`config.mk`:
```
export PLATFORM = sky130hd
export DESIGN_NAME = case_insensitive_substring_search
export DESIGN_NICKNAME = d
export VERILOG_FILES = /design/src/sv/csss_pkg.sv /design/src/sv/csss_cell.sv /design/src/sv/case_insensitive_substring_search.sv
export SDC_FILE = /design/constraint.sdc
export NUM_CORES = 1
export LEC_CHECK = 0
export BUFFER_PORTS_ARGS = -buffer_cell sky130_fd_sc_hd__buf_2
export CORE_UTILIZATION = 65
export DETAILED_ROUTE_END_ITERATION = 10
export PLACE_DENSITY_LB_ADDON = 0.1
export SYNTH_ARGS = -nofsm -noshare
export SYNTH_HDL_FRONTEND = slang
export SYNTH_SLANG_ARGS = --single-unit
```
`constraint.sdc`:
```
create_clock -name clk -period 9.1 [get_ports clk]
set_input_delay 0.91 -clock clk [delete_from_list [all_inputs] [get_ports clk]]
set_output_delay 0.91 -clock clk [all_outputs]
set_load 0.005 [all_outputs]
```
`src/sv/csss_pkg.sv`:
```
// csss_pkg: shared types, constants and functions for the case-insensitive
// substring search block (cells and top level)
// no dependencies
package csss_pkg;

  // pattern and text sizes
  localparam int PATTERN_MAX = 16;
  localparam int INDEX_BITS  = 16;
  localparam int PM_IDX_BITS = (PATTERN_MAX > 1) ? $clog2(PATTERN_MAX) : 1;

  // configuration port geometry
  localparam int CFG_DATA_BITS = 64;
  localparam int CFG_IDX_BITS  = 2;
  localparam int LEN_BITS      = 5;

  // register indexes
  typedef enum logic [CFG_IDX_BITS-1:0] {
    REG_PAT_LOW  = 2'd0,
    REG_PAT_HIGH = 2'd1,
    REG_PAT_LEN  = 2'd2
  } cfg_reg_t;

  // control broadcast to every cell
  typedef struct packed {
    logic [7:0] text_byte;  // case-folded text byte
    logic       step;       // advance the partial-match bit
    logic       clear;      // end of text, drop partial matches
  } cell_ctl_t;

  // ascii upper case to lower case, everything else unchanged
  function automatic logic [7:0] fold_case(input logic [7:0] b);
    logic [7:0] r;
    r = b;
    if (b inside {[8'h41:8'h5A]}) begin
      r = b + 8'h20;
    end
    return r;
  endfunction

endpackage

```
`src/sv/csss_cell.sv`:
```
// csss_cell: one position of the shift-and partial-match row
// depends on csss_pkg
module csss_cell (
  input  logic                 clk,
  input  logic                 rst_n,
  input  csss_pkg::cell_ctl_t  ctl,
  input  logic [7:0]           pat_byte,
  input  logic                 active,
  input  logic                 match_in,
  output logic                 match_out,
  output logic                 match_nxt
);
  import csss_pkg::*;

  logic pm_r;
  logic eq;

  // compare this pattern byte against the text byte
  assign eq        = active && (fold_case(pat_byte) == ctl.text_byte);
  assign match_nxt = match_in && eq;
  assign match_out = pm_r;

  // partial-match bit, handed to the right-hand neighbor
  always_ff @(posedge clk) begin
    if (!rst_n) begin
      pm_r <= 1'b0;
    end else if (ctl.clear) begin
      pm_r <= 1'b0;
    end else if (ctl.step) begin
      pm_r <= match_nxt;
    end
  end

endmodule

```
`src/sv/case_insensitive_substring_search.sv`:
```
// case_insensitive_substring_search: top level, config registers, text index
// and result register around a row of csss_cell; depends on csss_pkg, csss_cell
//
//   channel  direction  handshake          payload
//   in       input      in_valid/in_ready  in_text_byte, in_last_byte
//   out      output     out_valid/out_ready out_found, out_match_start
//   cfg      input      cfg_wr_en          cfg_index, cfg_data
//
// one text byte per cycle while in_ready is high; a result leaves in the cycle
// after the beat that causes it, from a single output register
// the cell row compares all pattern bytes in parallel, so no beat waits on another
// in_ready drops only while a result is held and out_ready is low
// synchronous reset clears pattern, text index and partial-match state
module case_insensitive_substring_search (
  input  logic                               clk,
  input  logic                               rst_n,
  input  logic                               in_valid,
  output logic                               in_ready,
  input  logic [7:0]                         in_text_byte,
  input  logic                               in_last_byte,
  output logic                               out_valid,
  input  logic                               out_ready,
  output logic                               out_found,
  output logic [csss_pkg::INDEX_BITS-1:0]    out_match_start,
  input  logic                               cfg_wr_en,
  input  logic [csss_pkg::CFG_IDX_BITS-1:0]  cfg_index,
  input  logic [csss_pkg::CFG_DATA_BITS-1:0] cfg_data
);
  import csss_pkg::*;

  localparam logic [INDEX_BITS-1:0] IDX_MAX = '1;

  logic [CFG_DATA_BITS-1:0] pat_low_r, pat_high_r;
  logic [LEN_BITS-1:0]      pat_len_r;
  logic [INDEX_BITS-1:0]    idx_r, idx_nxt;
  logic                     reported_r, reported_nxt;
  logic                     out_valid_r, out_valid_nxt;
  logic                     found_r, found_nxt;
  logic [INDEX_BITS-1:0]    start_r, start_nxt;

  logic [2*CFG_DATA_BITS-1:0] pat_all;
  logic [LEN_BITS-1:0]      len_act, len_m1;
  logic [PM_IDX_BITS-1:0]   hit_sel;
  logic                     len_zero;
  logic                     accept;
  logic                     hit;
  logic                     emit;
  logic [INDEX_BITS-1:0]    tlen, back, start;
  logic [PATTERN_MAX-1:0]   pm_vec, pm_nxt;
  cell_ctl_t                ctl;

  // configuration writes
  always_ff @(posedge clk) begin
    if (!rst_n) begin
      pat_low_r  <= '0;
      pat_high_r <= '0;
      pat_len_r  <= '0;
    end else if (cfg_wr_en) begin
      case (cfg_index)
        REG_PAT_LOW:  pat_low_r  <= cfg_data;
        REG_PAT_HIGH: pat_high_r <= cfg_data;
        REG_PAT_LEN:  pat_len_r  <= cfg_data[LEN_BITS-1:0];
        default:      ;
      endcase
    end
  end

  // active length clamped to the row size
  assign len_act  = (pat_len_r > LEN_BITS'(PATTERN_MAX)) ? LEN_BITS'(PATTERN_MAX)
                                                         : pat_len_r;
  assign len_zero = (len_act == '0);
  assign len_m1   = len_act - LEN_BITS'(1);
  assign hit_sel  = len_m1[PM_IDX_BITS-1:0];
  assign pat_all  = {pat_high_r, pat_low_r};

  // handshake
  assign in_ready = !out_valid_r || out_ready;
  assign accept   = in_valid && in_ready;

  // broadcast control to the row
  always_comb begin
    ctl.text_byte = fold_case(in_text_byte);
    ctl.step      = accept && !reported_r && !len_zero;
    ctl.clear     = accept && in_last_byte;
  end

  // row of cells, each but the first fed by its left neighbor's partial-match bit
  for (genvar i = 0; i < PATTERN_MAX; i++) begin : g_cell
    logic m_in;
    if (i == 0) begin : g_first
      assign m_in = 1'b1;
    end else begin : g_rest
      assign m_in = pm_vec[i-1];
    end
    csss_cell u_cell (
      .clk       (clk),
      .rst_n     (rst_n),
      .ctl       (ctl),
      .pat_byte  (pat_all[8*i +: 8]),
      .active    (LEN_BITS'(i) < len_act),
      .match_in  (m_in),
      .match_out (pm_vec[i]),
      .match_nxt (pm_nxt[i])
    );
  end

  // match detection and result value
  assign hit   = !len_zero && pm_nxt[hit_sel];
  assign tlen  = (idx_r == IDX_MAX) ? IDX_MAX : idx_r + INDEX_BITS'(1);
  assign back  = INDEX_BITS'(len_m1);
  assign start = (idx_r >= back) ? idx_r - back : '0;
  assign emit  = accept && !reported_r && (hit || in_last_byte);

  // text state next values
  always_comb begin
    idx_nxt      = idx_r;
    reported_nxt = reported_r;
    if (accept) begin
      if (in_last_byte) begin
        idx_nxt      = '0;
        reported_nxt = 1'b0;
      end else begin
        idx_nxt      = tlen;
        reported_nxt = reported_r || hit;
      end
    end
  end

  // output register next values
  always_comb begin
    out_valid_nxt = out_valid_r && !out_ready;
    found_nxt     = found_r;
    start_nxt     = start_r;
    if (emit) begin
      out_valid_nxt = 1'b1;
      found_nxt     = len_zero || hit;
      start_nxt     = hit ? start : tlen;
    end
  end

  // control registers
  always_ff @(posedge clk) begin
    if (!rst_n) begin
      idx_r       <= '0;
      reported_r  <= 1'b0;
      out_valid_r <= 1'b0;
    end else begin
      idx_r       <= idx_nxt;
      reported_r  <= reported_nxt;
      out_valid_r <= out_valid_nxt;
    end
  end

  // result payload
  always_ff @(posedge clk) begin
    found_r <= found_nxt;
    start_r <= start_nxt;
  end

  assign out_valid       = out_valid_r;
  assign out_found       = found_r;
  assign out_match_start = start_r;

  // a reported text stays silent
  a_no_emit_after_report: assert property (@(posedge clk) disable iff (!rst_n)
    (accept && reported_r) |-> !emit)
    else $error("result emitted after text already reported");

  // last beat leaves clean text state
  a_clear_on_last: assert property (@(posedge clk) disable iff (!rst_n)
    (accept && in_last_byte) |=> (idx_r == '0 && !reported_r && pm_vec == '0))
    else $error("text state not cleared after last beat");

  // a match mid-text marks the text as reported
  a_report_on_hit: assert property (@(posedge clk) disable iff (!rst_n)
    (accept && !reported_r && hit && !in_last_byte) |=> reported_r)
    else $error("match not recorded");

  // an emitted result is presented next cycle
  a_emit_shows: assert property (@(posedge clk) disable iff (!rst_n)
    emit |=> out_valid_r)
    else $error("emitted result not presented");

endmodule

```
==> results.yml <==
placement:
  port_buffers: 98
  gp_congestion: 1.00
  dpl_cell_area_um2: 11500
  dp.cells: 1628
  dpl.hpwl_um: 19000
cells_and_area:
  final_cell_count_no_fill: 1660
  drive_gt1_share_pct: 11.0
  diodes: 0
  synthToLayoutAreaGrowth_pct: 9.80
  final_nets: 1534
  regArea_um2: 3830
  fillers: 1321
  multi_input_area_um2: 6750
  final_cell_area_um2: 12100
clocking:
  post-cts-setup-buffers: 0
  cts_resized: 0
  cts-htree-levels: 4
  cts_tree: "yes"
  cts_buffer_depth: 2
  worstSkewPairLatency_ps: 430
  cts_buffers: 17
  clockRootBuffer: "clkbuf_16"
  hold_buffers: 0
  cts_sinks: 183
  clk_pin_slew_ps: 70
synthesis:
  synth_top_area_share_pct: 30.1
  synth_edf_count: 17
  yosys.cell_types.count: 71
  synth.area.top_cells: "dfxtp_1 30%, nand2_1 11%, a21boi_0 9.7%"
  ys_seq_elements: 183
  synth_area_per_cell_um2: 7.94
  syn_inst: 1391
  synthArstFlopShare_pct: 0
  synth_nets: 1498
  synth_warnings: 0
  syn_area_um2: 11000
  synth_top_flop_cell: "dfxtp_1"
  yosys.area.top_type: "dfxtp_1"
  seq_area_frac_synth_pct: 34.7
power_and_ir_drop:
  leakage_nw: 4.45
  power_density_nw_per_um2: 156
  peakVddDrop_mv: 0.157
routing:
  detail-route-antenna-nets: 0
  drc: 0
  wl_per_cell_um: 16.9
  firstDrtPassIters: 7
  drt-initial-drc-count: 847
  vias_per_cell: 6.02
  vias: 9997
  wl_um: 28100
die:
  die_w_um: 132
  die_area_um2: 17500
  start_util_pct: 66.6
  core_um2: 16600
  rows: 47
  die_h_um: 132
  io_pins: 99
global_route:
  grt_pass1_vias: 9171
  grt_use_total_pct: 32.6
  antenna_found_initial: 0
  grt_pass1_wl_um: 46000
  grt.overflow.total: 0
  grt_max_degree: 91
timing:
  fin_skew_ps: 11.6
  slew_headroom_pct: 24.6
  tightest_slew_ps: 1130
  drv_slew: 0
  fmax_mhz: 186
  hold_violations: 0
  finalSetupTns_ps: 0
  period_share_pct: 59.0
  setup_viol: 0
  rsz0062_at_grt: "false"
  fin_crit_ps: 5370
min_path:
  hold_path_depth: 2
  hp-start: "g_cell[9].u_cell.match_out"
  hp-class: "flip-flop to flip-flop"
  min_to: "g_cell[9].u_cell.match_out"
critical_path:
  critPathArrivalTime_ps: 5540
  required_ps: 9270
  endpoint_kind: "flip-flop"
  startpoint_type: "flip-flop"
  path_max_fanout: 11
  critical_path_class: "flip-flop to flip-flop"
  crit_slowest_cell: "nor2_1"
  r2r_cells: 14
  crit_chain: "nor2b_1 > inv_1 > ha_1 > xnor2_1 > inv_1 > ha_1 > nor2b_1 > o21ai_0 > nand2b_1 > a211oi_1 > nand3_1 > nor2_1 > nor2_1 > mux4_2"
  slowest_delay_ps: 630
  r2r_slack_ps: 3730
  r2r-start: "pat_len_r[0]"
  critical-path-top-delay-family: "simple AND/OR/NAND/NOR gates"
  path_buf_inv: 2
  rr_endpoint: "out_match_start[5]"
run:
  drv_cap: 0
run_status:
  status: "complete, no violations"
==> worst max path at each step <==
stage | start | to | slack [ps] | cells after the start
CTS | in_text_byte[0] | out_match_start[0] | 3880 | 11
floorplan | in_text_byte[1] | out_found | 4710 | 11
global placement | in_text_byte[0] | out_found | 3500 | 11
detailed placement | in_text_byte[0] | out_found | 3440 | 11
finish | pat_len_r[0] | out_match_start[5] | 3730 | 14
global route | pat_len_r[4] | out_match_start[5] | 3370 | 14
==> metrics by stage <==
stage | hold WS (ps) | setup WS (ps) | util, % | total power [W]
3_5_place_dp | 448 | 3440 | 69.3 | 0.00111
4_1_cts | 458 | 3880 | 73.1 | 0.00190
3_3_place_gp | 440 | 3500 | 69.3 | 0.00110
6_report | 457 | 3730 | 73.1 | 0.00189
2_1_floorplan | 432 | 4710 | - | 0.00104
5_1_grt | 479 | 3370 | 73.1 | 0.00196
==> sequential cells by signal, summed over array words and instances (netlist names) <==
signal / flops
pat_high_r: 64
pat_low_r: 64
idx_r: 16
out_match_start: 16
g_cell.u_cell.match_out: 15
pat_len_r: 5
out_found: 1
out_valid: 1
reported_r: 1
==> worst min-delay path: stages, from the launching register on <==
cell and delay (ps):
dfxtp_1 310, nand2_1 50, a21oi_1 50
==> placed cells by master, fill, tap and decap left out, drive strengths merged, types with 16 or more instances in the layout <==
cell | Yosys | final
nand2 | 322 | 322
dfxtp | 166 | 166
a21boi | 143 | 143
buf | 23 | 103
xnor2 | 95 | 95
nor2 | 79 | 79
a21oi | 54 | 54
nor3 | 48 | 48
xor2 | 48 | 48
inv | 29 | 34
a31oi | 31 | 31
ha | 26 | 26
nand3 | 24 | 24
o21ai | 24 | 24
nand4 | 21 | 21
clkbuf | 63 | 19
nor4 | 17 | 17
edfxtp | 17 | 17
mux2i | 16 | 16
==> cell type report <==
cell class,instances,area share [%]
clock buffers,19,3.57
flip-flops and latches,183,31.6
well taps,220,2.27
repair buffers,103,4.38
clock inverters,13,1.58
inverters,29,0.898
multi-input cells,1093,55.7
==> report_power, final <==
group / switching, W / leakage (nW) / total [W] / internal (W)
Combinational: 0.000138 / 2.64 / 0.000234 / 0.0000959
Sequential: 0.0000286 / 1.51 / 0.000864 / 0.000836
Clock: 0.000330 / 0.302 / 0.000794 / 0.000465
Total: 0.000496 / 4.45 / 0.00189 / 0.00140
==> cell usage after synthesis, types with 16 or more instances <==
library cell and number:
xor2_1 48, a31oi_1 31, clkbuf_1 63, nor2_1 78, inv_1 29, a21boi_0 142, dfxtp_1 166, a21oi_1 53
nand3_1 24, xnor2_1 95, edfxtp_1 17, nor4_1 17, nand2_1 322, ha_1 26, mux2i_1 16, nand4_1 21
nor3_1 48
==> metal layers <==
layer	vias to the layer above	global-route usage [%]	wire [um]
met5	-	0	0
met4	0	9.96	539
met3	48	5.65	1780
met2	357	52.8	13100
met1	4725	44.2	12700
li1	4867	-	-
==> kinds of logic after synthesis <==
family	count (synthesis)	synth area share [%]
XOR/XNOR	143	11.3
adder cells (fa/ha/maj)	27	3.13
AND/OR/NAND/NOR	581	23.4
buffers and inverters	115	4.19
flip-flops	183	34.7
multiplexers	26	2.81
AO/OA/AOI/OAI	316	20.4
Note: power is estimated with default switching activity, not from simulation.
